## src/bat_pkg.sv

```systemverilog
// Shared types, constants and the quarter-sine table for the byte angle core.
// No dependencies; every other file imports this package.
package bat_pkg;

  localparam int ANG_W  = 8;   // byte angle, 256 units per turn
  localparam int VEC_W  = 8;   // signed vector component
  localparam int MAG_W  = 7;   // magnitude of a saturated component
  localparam int SQ_W   = 15;  // x*x + y*y, at most 2*127*127
  localparam int ROOT_W = 8;   // root search value, 1..255
  localparam int RSQ_W  = 16;  // square of a root candidate
  localparam int NUM_W  = 13;  // 64*|v|, also the quotient width
  localparam int IDX_W  = 6;   // quarter-sine table index
  localparam int QS_W   = 7;   // table entry, 0..64

  localparam logic [IDX_W-1:0]  IDX_START  = 6'd32;
  localparam logic [4:0]        TSTEP_INIT = 5'd16;
  localparam logic [ROOT_W-1:0] ROOT_INIT  = 8'd128;
  localparam logic [RSQ_W-1:0]  RSQ_INIT   = 16'd16384;
  localparam logic [6:0]        RSTEP_INIT = 7'd64;
  localparam logic [ANG_W-1:0]  ANG_HALF   = 8'd128;
  localparam logic [IDX_W:0]    ANG_QUART  = 7'd64;

  // Quarter sine, 64 = unit.
  localparam logic [QS_W-1:0] QSINE [64] = '{
    7'd0,  7'd2,  7'd3,  7'd5,  7'd6,  7'd8,  7'd9,  7'd11,
    7'd12, 7'd14, 7'd16, 7'd17, 7'd19, 7'd20, 7'd22, 7'd23,
    7'd24, 7'd26, 7'd27, 7'd29, 7'd30, 7'd32, 7'd33, 7'd34,
    7'd36, 7'd37, 7'd38, 7'd39, 7'd41, 7'd42, 7'd43, 7'd44,
    7'd45, 7'd46, 7'd47, 7'd48, 7'd49, 7'd50, 7'd51, 7'd52,
    7'd53, 7'd54, 7'd55, 7'd56, 7'd56, 7'd57, 7'd58, 7'd59,
    7'd59, 7'd60, 7'd60, 7'd61, 7'd61, 7'd62, 7'd62, 7'd62,
    7'd63, 7'd63, 7'd63, 7'd64, 7'd64, 7'd64, 7'd64, 7'd64
  };

  function automatic logic [QS_W-1:0] qsine(input logic [IDX_W-1:0] i);
    return QSINE[i];
  endfunction

  // Controller to datapath commands.
  typedef struct packed {
    logic load;      // capture request vector
    logic sq_a;      // sq = |x|^2
    logic sq_b;      // sq += |y|^2
    logic rt_prop;   // propose next root candidate and its square
    logic rt_upd;    // keep candidate if closer, halve step
    logic div_init;  // load dividend, reset table search
    logic div_step;  // one restoring division bit
    logic ts_step;   // one table search step
    logic save;      // store search result as sine or cosine angle
    logic sel;       // 0: sine pass (y), 1: cosine pass (x)
    logic finish;    // fold into quadrant, register angle
  } bat_cmd_t;

  // Datapath to controller status.
  typedef struct packed {
    logic zero;      // request vector is (0,0)
  } bat_stat_t;

endpackage

```

## src/byte_angle_arctangent_core.sv

```systemverilog
// Top level of the byte angle core: angle of a signed vector as one byte.
// Instantiates bat_ctrl and bat_dp; depends on bat_pkg.
//
//   channel   ports                   handshake
//   request   vec_x, vec_y            taken when start is high and busy is low
//   result    angle                   valid for the one cycle done is high
//
// A request runs through the square states, seven root steps of propose and
// update, two passes of a divider setup, a 13-bit restoring divide and a
// 5-step table search, and a fold state that registers the angle.
// The zero vector goes from the squares straight to the fold.
// busy is low again in the cycle done is high, ready for the next request.
// Synchronous reset returns the sequencer to idle and clears done.
// Results cannot be held off; the receiver must take angle while done is high.
module byte_angle_arctangent_core import bat_pkg::*; (
  input  logic                    clk,
  input  logic                    rst,
  input  logic                    start,
  input  logic signed [VEC_W-1:0] vec_x,
  input  logic signed [VEC_W-1:0] vec_y,
  output logic                    busy,
  output logic                    done,
  output logic [ANG_W-1:0]        angle
);

  bat_cmd_t  cmd;
  bat_stat_t stat;

  bat_ctrl u_ctrl (
    .clk   (clk),
    .rst   (rst),
    .start (start),
    .stat  (stat),
    .cmd   (cmd),
    .busy  (busy)
  );

  bat_dp u_dp (
    .clk   (clk),
    .rst   (rst),
    .cmd   (cmd),
    .vec_x (vec_x),
    .vec_y (vec_y),
    .stat  (stat),
    .done  (done),
    .angle (angle)
  );

endmodule

```

## src/bat_ctrl.sv

```systemverilog
// Sequencer for the byte angle core: square, root search, two divide and
// table search passes, quadrant fold. Depends on bat_pkg.
module bat_ctrl import bat_pkg::*; (
  input  logic      clk,
  input  logic      rst,
  input  logic      start,
  input  bat_stat_t stat,
  output bat_cmd_t  cmd,
  output logic      busy
);

  localparam logic [3:0] S_IDLE = 4'd0;
  localparam logic [3:0] S_SQA  = 4'd1;
  localparam logic [3:0] S_SQB  = 4'd2;
  localparam logic [3:0] S_RTP  = 4'd3;
  localparam logic [3:0] S_RTU  = 4'd4;
  localparam logic [3:0] S_DVI  = 4'd5;
  localparam logic [3:0] S_DIV  = 4'd6;
  localparam logic [3:0] S_TS   = 4'd7;
  localparam logic [3:0] S_FIN  = 4'd8;

  localparam logic [3:0] RT_LAST  = 4'd6;   // 7 root steps
  localparam logic [3:0] DIV_LAST = 4'd12;  // 13 quotient bits
  localparam logic [3:0] TS_LAST  = 4'd4;   // 5 search steps

  logic [3:0] state, state_next;
  logic [3:0] cnt, cnt_next;
  logic       pass, pass_next;

  always_ff @(posedge clk) begin
    if (rst) begin
      state <= S_IDLE;
      cnt   <= '0;
      pass  <= 1'b0;
    end else begin
      state <= state_next;
      cnt   <= cnt_next;
      pass  <= pass_next;
    end
  end

  always_comb begin
    state_next = state;
    cnt_next   = cnt;
    pass_next  = pass;
    cmd        = '0;
    cmd.sel    = pass;
    case (state)
      S_IDLE: begin
        if (start) begin
          cmd.load   = 1'b1;
          pass_next  = 1'b0;
          state_next = S_SQA;
        end
      end
      S_SQA: begin
        cmd.sq_a   = 1'b1;
        state_next = S_SQB;
      end
      S_SQB: begin
        cmd.sq_b   = 1'b1;
        cnt_next   = RT_LAST;
        state_next = stat.zero ? S_FIN : S_RTP;
      end
      S_RTP: begin
        cmd.rt_prop = 1'b1;
        state_next  = S_RTU;
      end
      S_RTU: begin
        cmd.rt_upd = 1'b1;
        if (cnt == '0) begin
          state_next = S_DVI;
        end else begin
          cnt_next   = cnt - 4'd1;
          state_next = S_RTP;
        end
      end
      S_DVI: begin
        cmd.div_init = 1'b1;
        cnt_next     = DIV_LAST;
        state_next   = S_DIV;
      end
      S_DIV: begin
        cmd.div_step = 1'b1;
        if (cnt == '0) begin
          cnt_next   = TS_LAST;
          state_next = S_TS;
        end else begin
          cnt_next = cnt - 4'd1;
        end
      end
      S_TS: begin
        cmd.ts_step = 1'b1;
        if (cnt == '0) begin
          cmd.save = 1'b1;
          if (pass) begin
            state_next = S_FIN;
          end else begin
            pass_next  = 1'b1;
            state_next = S_DVI;
          end
        end else begin
          cnt_next = cnt - 4'd1;
        end
      end
      S_FIN: begin
        cmd.finish = 1'b1;
        state_next = S_IDLE;
      end
      default: begin
        state_next = S_IDLE;
      end
    endcase
  end

  assign busy = (state != S_IDLE);

endmodule

```

## src/bat_dp.sv

```systemverilog
// Datapath of the byte angle core: squares, root search, restoring divider,
// quarter-sine table search and quadrant fold. Depends on bat_pkg.
module bat_dp import bat_pkg::*; (
  input  logic                    clk,
  input  logic                    rst,
  input  bat_cmd_t                cmd,
  input  logic signed [VEC_W-1:0] vec_x,
  input  logic signed [VEC_W-1:0] vec_y,
  output bat_stat_t               stat,
  output logic                    done,
  output logic [ANG_W-1:0]        angle
);

  // request vector, saturated to +-127
  logic             xneg, xpos, yneg;
  logic [MAG_W-1:0] ax, ay;
  logic [SQ_W-1:0]  sq;

  // root search
  logic [ROOT_W-1:0] r, cand;
  logic [RSQ_W-1:0]  rsq, candsq;
  logic [6:0]        rstep;

  // divider; numq holds remaining dividend bits, then the quotient
  logic [ROOT_W-1:0] rem;
  logic [NUM_W-1:0]  numq;

  // table search
  logic [IDX_W-1:0] idx;
  logic [4:0]       tstep;
  logic [IDX_W-1:0] s_ang, c_ang;

  function automatic logic [MAG_W-1:0] mag_sat(input logic signed [VEC_W-1:0] v);
    logic [VEC_W-1:0] n;
    n = -v;
    if (v[VEC_W-1]) begin
      // -128 saturates to -127
      return (v == -8'sd128) ? 7'd127 : n[MAG_W-1:0];
    end
    return v[MAG_W-1:0];
  endfunction

  function automatic logic [NUM_W-1:0] tdiff(input logic [QS_W-1:0] q,
                                             input logic [NUM_W-1:0] t);
    logic signed [NUM_W:0] d;
    d = $signed({{(NUM_W-QS_W+1){1'b0}}, q}) - $signed({1'b0, t});
    return d[NUM_W] ? NUM_W'(-d) : d[NUM_W-1:0];
  endfunction

  function automatic logic [RSQ_W-1:0] sqerr(input logic [RSQ_W-1:0] a,
                                             input logic [SQ_W-1:0] s);
    logic signed [RSQ_W:0] d;
    d = $signed({1'b0, a}) - $signed({2'b0, s});
    return d[RSQ_W] ? RSQ_W'(-d) : d[RSQ_W-1:0];
  endfunction

  // full-width squares
  logic [SQ_W-1:0]  ax_w, ay_w;
  logic [RSQ_W-1:0] cand_w;
  assign ax_w = {{(SQ_W-MAG_W){1'b0}}, ax};
  assign ay_w = {{(SQ_W-MAG_W){1'b0}}, ay};

  // root candidate
  logic [ROOT_W-1:0] cand_c;
  assign cand_c = (rsq > {1'b0, sq}) ? r - {1'b0, rstep} : r + {1'b0, rstep};
  assign cand_w = {{(RSQ_W-ROOT_W){1'b0}}, cand_c};

  // divider bit
  logic [ROOT_W:0]   shifted;
  logic [ROOT_W+1:0] trial;
  assign shifted = {rem, numq[NUM_W-1]};
  assign trial   = {1'b0, shifted} - {2'b0, r};

  // table search step
  logic [QS_W-1:0]  q_here, q_alt;
  logic [IDX_W-1:0] alt, idx_next;
  logic             over;
  assign q_here   = qsine(idx);
  assign over     = {{(NUM_W-QS_W){1'b0}}, q_here} > numq;
  assign alt      = over ? idx - {1'b0, tstep} : idx + {1'b0, tstep};
  assign q_alt    = qsine(alt);
  assign idx_next = (tdiff(q_here, numq) > tdiff(q_alt, numq)) ? alt : idx;

  // reconcile and fold
  logic [IDX_W-1:0] a6;
  logic [ANG_W-1:0] a8, folded;
  assign a6 = (c_ang != s_ang && qsine(c_ang) == qsine(s_ang)) ? c_ang : s_ang;
  assign a8 = {2'b0, a6};

  always_comb begin
    folded = a8;
    if (!yneg) begin
      if (xneg) folded = ANG_HALF - a8;
    end else begin
      if (!xpos) folded = a8 + ANG_HALF;
      else       folded = 8'd0 - a8;   // 256 - a, modulo 256
    end
  end

  assign stat.zero = (ax == '0) && (ay == '0);

  always_ff @(posedge clk) begin
    if (cmd.load) begin
      xneg  <= vec_x[VEC_W-1];
      xpos  <= !vec_x[VEC_W-1] && (vec_x != '0);
      yneg  <= vec_y[VEC_W-1];
      ax    <= mag_sat(vec_x);
      ay    <= mag_sat(vec_y);
      r     <= ROOT_INIT;
      rsq   <= RSQ_INIT;
      rstep <= RSTEP_INIT;
    end
    if (cmd.sq_a) sq <= ax_w * ax_w;
    if (cmd.sq_b) sq <= sq + ay_w * ay_w;
    if (cmd.rt_prop) begin
      cand   <= cand_c;
      candsq <= cand_w * cand_w;
    end
    if (cmd.rt_upd) begin
      if (sqerr(candsq, sq) < sqerr(rsq, sq)) begin
        r   <= cand;
        rsq <= candsq;
      end
      rstep <= rstep >> 1;
    end
    if (cmd.div_init) begin
      numq  <= cmd.sel ? {ax, 6'b0} : {ay, 6'b0};
      rem   <= '0;
      idx   <= IDX_START;
      tstep <= TSTEP_INIT;
    end
    if (cmd.div_step) begin
      if (!trial[ROOT_W+1]) begin
        rem  <= trial[ROOT_W-1:0];
        numq <= {numq[NUM_W-2:0], 1'b1};
      end else begin
        rem  <= shifted[ROOT_W-1:0];
        numq <= {numq[NUM_W-2:0], 1'b0};
      end
    end
    if (cmd.ts_step) begin
      idx   <= idx_next;
      tstep <= tstep >> 1;
    end
    if (cmd.save) begin
      if (cmd.sel) c_ang <= IDX_W'(ANG_QUART - {1'b0, idx_next});
      else         s_ang <= idx_next;
    end
    if (cmd.finish) angle <= stat.zero ? '0 : folded;
  end

  always_ff @(posedge clk) begin
    if (rst) begin
      done <= 1'b0;
    end else begin
      done <= cmd.finish;
    end
  end

endmodule

```

## config.mk

```make
export PLATFORM = sky130hd
export DESIGN_NAME = byte_angle_arctangent_core
export DESIGN_NICKNAME = d
export VERILOG_FILES = /design/src/bat_pkg.sv /design/src/byte_angle_arctangent_core.sv /design/src/bat_ctrl.sv /design/src/bat_dp.sv
export SDC_FILE = /design/constraint.sdc
export NUM_CORES = 1
export LEC_CHECK = 0
export BUFFER_PORTS_ARGS = -buffer_cell sky130_fd_sc_hd__buf_2
export CORE_ASPECT_RATIO = 0.9
export CORE_UTILIZATION = 45
export CTS_CLUSTER_SIZE = 10
export DETAILED_ROUTE_END_ITERATION = 10
export HOLD_SLACK_MARGIN = 0.08
export PLACE_DENSITY = 0.71
export SLEW_MARGIN = 20
export SYNTH_ARGS = -nofsm -noshare
export SYNTH_HDL_FRONTEND = slang
export SYNTH_SLANG_ARGS = --single-unit
export TNS_END_PERCENT = 5
```

## constraint.sdc

```tcl
create_clock -name clk -period 12.3 [get_ports clk]
set_input_delay 1.845 -clock clk [delete_from_list [all_inputs] [get_ports clk]]
set_output_delay 1.845 -clock clk [all_outputs]
set_load 0.05 [all_outputs]
```

==> reports/qor.yml, run 1 <==
cells_and_area:
  design.final.nets: 2402
  drive_gt1_frac: 0.0515
  num_antenna_cells: 0
  finalInstanceArea_um2: 18900
  syn2layout_area_growth_pct: 6.30
  nFillCells: 3753
clock_network:
  hold_buffers: 0
  clk_latency_ps: 440
  cts_root_buffer: "clkbuf_16"
  cts_max_level: 4
  cts_resized: 0
  clock_path_buffers: 2
  numCtsBuffers: 17
  tritoncts: "yes"
  clock_sinks: 147
  cts_setup_buffers: 0
  clk_pin_slew_ps: 70
worst_hold_path:
  hold_path.startpoint: "u_dp.rsq[12]"
  hold_path_depth: 2
  min_path_type: "reg -> reg"
critical_path:
  r2r_start: "u_dp.idx[2]"
  worst_r2r_path_depth: 41
  crit_arrival_ps: 11250
  crit_buf_inv: 2
  worstSetupStartpointType: "flop"
  crit_path_end_kind: "flop"
  crit_path_top_delay_cell: "edfxtp_1"
  crit_family: "compound AO/OA/AOI/OAI gates"
  critPathRequiredTime_ps: 12490
  slowest_delay_ps: 780
  critPathKind: "reg -> reg"
  path_depth: 41
  critPathLaunch: "u_dp.idx[2]"
  crit_fanout: 19
detailed_routing:
  wirelength_um: 41700
  dr.first_iter.drc_count: 1077
  num_vias: 14900
  ant_nets: 0
  drc: 0
  vias_per_cell: 5.64
  first_pass_iters: 5
  post_drt_wl_per_cell_um: 15.8
global_routing:
  grt_max_degree: 48
  grt_use_total: 0.213
  grt_pass1_vias: 14109
  grt_overflow: 0
  grt_pass1_wl_um: 70100
  antenna_found_initial: 1
logic_synthesis:
  seq_area_frac_synth: 0.228
  synth_area_leader_cell: "edfxtp_1"
  synth_top_cell_area_share: 0.188
  synth_edf_count: 111
  yosys_register_bits: 147
  syn_area_per_cell_um2: 8.33
  synth_cells: 2134
  ys_warn_count: 0
  synth.cell_area_um2: 17800
  synth_area_leaders: "edfxtp_1 (19%), ha_1 (15%), fa_1 (6.8%), xnor2_1 (6.1%), nor2_1 (4.5%)"
  async_reset_ff_frac: 0
  synth.distinct_cells: 85
  synth-main-ff-cell: "edfxtp_1"
  synthesis.nets: 2431
power:
  seqPwrFrac: 0.166
  peakVddDrop_v: 0.000228
  p_switching_uw: 2100
  internal_power_uw: 2390
  p_leak_uw: 0.00816
  switching_share: 0.468
  power_density_nw_per_um2: 237
  power.share.combinational: 0.714
  power.share.clock: 0.119
timing:
  report.final.slew_viol_count: 0
  worst_slew_pin_slew_ps: 1060
  fmax_mhz: 90.4
  tns_ps: 0
  final_hold_viol_count: 0
  fin_crit_sh: 0.899
  relSlewSlack: 0.291
  rsz0062_at_grt: "no"
  setup_viol: 0
  period_minus_slack_ps: 11060
  fin_skew_ps: 16.3
floorplan:
  initial_core_util: 0.460
  fp-row-count: 68
  die_w_um: 211
  die-area_um2: 40300
  die_height_um: 191
  pin_count: 29
  coreArea_um2: 38600
place:
  place_area_um2: 18300
  hpwl_um: 32700
  gp_congestion: 0.902
  portBuffers: 28
flow_run:
  maxCapViolCount: 0
run_status:
  status: "completed"
==> state kept, by name (all words and copies together) (netlist names) <==
name,count
u_dp.rsq,16
u_dp.candsq,15
u_dp.sq,15
u_dp.numq,13
u_dp.angle,8
u_dp.r,8
u_dp.rem,8
u_dp.ax,7
u_dp.ay,7
u_dp.cand,7
u_dp.rstep,7
u_dp.c_ang,6
u_dp.idx,6
u_dp.s_ang,6
u_dp.tstep,5
u_ctrl.cnt,4
u_ctrl.state,4
u_ctrl.pass,1
u_dp.done,1
u_dp.xneg,1
u_dp.xpos,1
u_dp.yneg,1
==> power by group through the flow <==
stage,Combinational (uW),Clock (uW),Sequential (uW)
after floorplan,2560,0,723
after global placement,3080,0,755
after detailed placement,3160,0,756
after CTS,3220,539,745
after global routing,3680,562,751
final,3200,535,745
==> worst reg2reg max path, delay by kind of cell (launching register included) <==
family	cells	cell delay [ps]
muxes	4	1210
buffers and inverters	2	530
AOI/OAI and AO/OA	16	2860
DFF	1	780
and+or+nand+nor	12	2710
xor gates and xnor gates	1	680
adders and majority gates	6	2040
==> layer usage <==
| layer | part of all wire | vias up | GRT usage |
|---|---|---|---|
| met2 | 0.45 | 345 | 0.338 |
| met5 | 0 | - | 0 |
| met4 | 0.017 | 0 | 0.0557 |
| li1 | - | 7433 | - |
| met1 | 0.49 | 7073 | 0.307 |
| met3 | 0.048 | 49 | 0.0229 |
==> worst paths after layout <==
kind	endpoint	slack, ps
min	u_dp.rsq[12]	480
max reg2reg	u_dp.idx[4]	1240
min reg2reg	u_dp.rsq[12]	480
max	u_dp.idx[4]	1240
==> cell type report <==
type                            instances  area (um^2)  area share
Clock buffer                           17          425      0.0225
Clock inverter                         15          163     0.00861
Inverter                              189          709      0.0376
Multi-Input combinational cell       1715        12700       0.672
Sequential cell                       147         4050       0.215
Tap cell                              525          657      0.0348
Timing Repair Buffer                   35          193      0.0102
==> cell families (layout without fill, tap and decap cells) <==
logic type	after synthesis	after routing	synth area share
and+or+nand+nor	710	710	0.193
AOI/OAI and AO/OA	491	491	0.175
adders and majority gates	278	278	0.221
buffers and inverters	272	256	0.0596
xor gates and xnor gates	195	195	0.0961
DFF	147	147	0.228
muxes	41	41	0.0264
==> cells in the final DEF (no fill, tap or decap), types with 36 or more instances in the layout <==
master	count
and2_1	58
ha_1	218
inv_1	187
fa_1	60
xnor2_1	123
nand2_1	154
a21oi_1	119
nor2_1	213
nor2b_1	43
o21ai_0	143
edfxtp_1	111
nand3_1	57
dfxtp_1	36
nor3_1	60
xor2_1	72
==> cells in the mapped netlist (7+ instances only) <==
cell type  number
nand2_1       154
nor3b_1         7
and3_1         15
inv_1         187
o21ai_0       143
fa_1           60
a21boi_0        8
mux2_2          9
mux2i_1        26
o21bai_1        9
edfxtp_1      111
clkbuf_1       60
nand3_1        57
nor2b_1        43
or3_1          22
a21o_1         29
nor3_1         62
or4_1           7
o211ai_1        7
a21oi_1       120
a31oi_1        16
xnor2_1       123
nor2_1        213
nor4_1         13
o22ai_1        10
or2_2           9
xor2_1         72
nand2b_1       22
a211oi_1       30
ha_1          218
o31ai_1        12
o21a_1         28
o31a_1          7
dfxtp_1        36
buf_2          13
and2_1         58
nand4_1        11
==> per-stage QoR <==
stage / hold WS (ps) / setup slack, ps / utilization / power [uW] / std cells
finish: 483 / 1240 / 0.489 / 4480 / 2643
global route: 508 / 575 / 0.489 / 4990 / 2643
CTS: 486 / 1400 / 0.489 / 4500 / 2643
detailed placement: 471 / 1470 / 0.474 / 3920 / 2611
global placement: 460 / 1680 / 0.474 / 3830 / 2611
floorplan: 444 / 2660 / - / 3280 / 2134
Power figures use the tool's default switching activity.
==> run 2, diff against run 1 <==
- CORE_UTILIZATION: 45 -> 53
- PLACE_DENSITY: 0.71 -> 0.8
==> run 2 against run 1 <==
  * Global-route usage grew 3.3 points
  * Critical path depth is the same
  * Register-to-register slack gained 70 ps
  * Cell count shrank 3.8%
  * Sequential cell count is the same
  * Combinational power is essentially flat
  * Clock skew grew 3.5 ps
  * Fmax grew 0.68%
  * Sequential share of layout area grew 0.15 points
  * Non-clock buffer count grew 2
  * Via count grew 1.2%
  * Clock power shrank 4.5%
  * Largest cell class unchanged
  * Largest power group unchanged
==> reports/qor.yml, run 2 (same netlist as run 1, synthesis figures left out) <==
run_status:
  status: "completed"
cells_and_area:
  drive_gt1_frac: 0.0524
  finalInstanceArea_um2: 18800
  multiInputGateArea_um2: 12700
  regArea_um2: 4050
  design.final.nets: 2404
  final_cell_mix: "ha_1 (218), nor2_1 (213), inv_1 (187)"
  reg.largest.list: "u_dp.rsq: 16 flops, u_dp.candsq: 15 flops, u_dp.sq: 15 flops"
  largest_reg_flops: 16
  final_common_cell: "ha_1"
  top_register: "u_dp.rsq"
  syn2layout_area_growth_pct: 5.57
  fin_util: 0.569
  nFillCells: 2967
clock_network:
  cts_resized: 0
  clk_latency_ps: 440
  numCtsBuffers: 17
  clock_path_buffers: 2
  clock_sinks: 147
  cts_setup_buffers: 0
  cts_root_buffer: "clkbuf_16"
  hold_buffers: 0
  clk_pin_slew_ps: 80
  cts_max_level: 4
  tritoncts: "yes"
detailed_routing:
  ant_nets: 0
  wirelength_um: 41600
  post_drt_wl_per_cell_um: 16.4
  dr.first_iter.drc_count: 1226
  num_vias: 15074
  drc: 0
  vias_per_cell: 5.93
  first_pass_iters: 6
critical_path:
  crit_arrival_ps: 11190
  critPathKind: "reg -> reg"
  crit_path_end_kind: "flop"
  crit_fanout: 19
  critPathRequiredTime_ps: 12510
  slowest_delay_ps: 810
  worstSetupStartpointType: "flop"
  crit_path_top_delay_cell: "fa_1"
  crit_family: "compound AO/OA/AOI/OAI gates"
  crit_buf_inv: 3
timing:
  setup_viol: 0
  hold_ws_ps: 485
  period_minus_slack_ps: 10980
  fin_ws_ps: 1320
  fin_crit_sh: 0.893
  rsz0062_at_grt: "no"
  fmax_mhz: 91.0
  tns_ps: 0
  fin_skew_ps: 19.8
  worst_slew_pin_slew_ps: 905
  report.final.slew_viol_count: 0
  relSlewSlack: 0.392
  final_hold_viol_count: 0
floorplan:
  die-area_um2: 34300
  initial_core_util: 0.539
  coreArea_um2: 32900
  pin_count: 29
  die_w_um: 195
  die_height_um: 176
  fp-row-count: 63
global_routing:
  antenna_found_initial: 1
  grt_use_total: 0.246
  grt_overflow: 0
  grt_pass1_wl_um: 69200
  grt_pass1_vias: 14072
  grt_max_degree: 48
power:
  peakVddDrop_v: 0.000378
  power_density_nw_per_um2: 236
  p_leak_uw: 0.00815
place:
  gp_congestion: 0.925
  place_area_um2: 18200
  portBuffers: 28
  hpwl_um: 32300
  dp_slack_ps: 1490
worst_hold_path:
  min_path_type: "reg -> reg"
flow_run:
  maxCapViolCount: 0
run 2: worst register-to-register path: cells and delay by family, from the launching register on:
family          cells  cell delay [ps]
fa+ha+maj           7             2750
buf+inv             3              620
mux                 4             1240
flops               1              760
compound gates     16             2890
simple gates       11             2490
run 2: routing by layer:
| metal | GRT usage | part of all wire | vias to the layer above |
|---|---|---|---|
| met2 | 0.394 | 0.46 | 409 |
| met4 | 0.0692 | 0.019 | 0 |
| met1 | 0.349 | 0.47 | 7169 |
| li1 | - | - | 7447 |
| met5 | 0 | 0 | - |
| met3 | 0.0269 | 0.051 | 49 |
run 2: final cells by class:
type	instances	area share
Timing Repair Buffer	37	0.0111
Clock buffer	17	0.0227
Multi-Input combinational cell	1715	0.677
Sequential cell	147	0.216
Inverter	189	0.0378
Clock inverter	15	0.00747
Tap cell	422	0.0281
Antenna cell	1	0.000133
run 2: worst paths after layout:
kind               start     endpoint  slack (ps)  cells after the start
max          u_dp.idx[2]  u_dp.idx[4]        1320                     41
min          u_dp.rsq[9]  u_dp.rsq[9]         480                      2
max reg2reg  u_dp.idx[2]  u_dp.idx[4]        1320                     41
min reg2reg  u_dp.rsq[9]  u_dp.rsq[9]         480                      2
run 2: power breakdown:
group          switching, uW  internal (uW)  leakage [uW]  total, uW
logic                   1770           1400       0.00658       3170
registers               54.5            690       0.00129        745
clock network            244            267      0.000273        511
total                   2070           2360       0.00815       4430
run 2: metrics by stage:
| stage | total power (uW) | cells |
|---|---|---|
| 2_1_floorplan | 3280 | 2134 |
| 3_3_place_gp | 3800 | 2510 |
| 3_5_place_dp | 3890 | 2510 |
| 4_1_cts | 4430 | 2542 |
| 5_1_grt | 4890 | 2542 |
| 6_report | 4430 | 2543 |
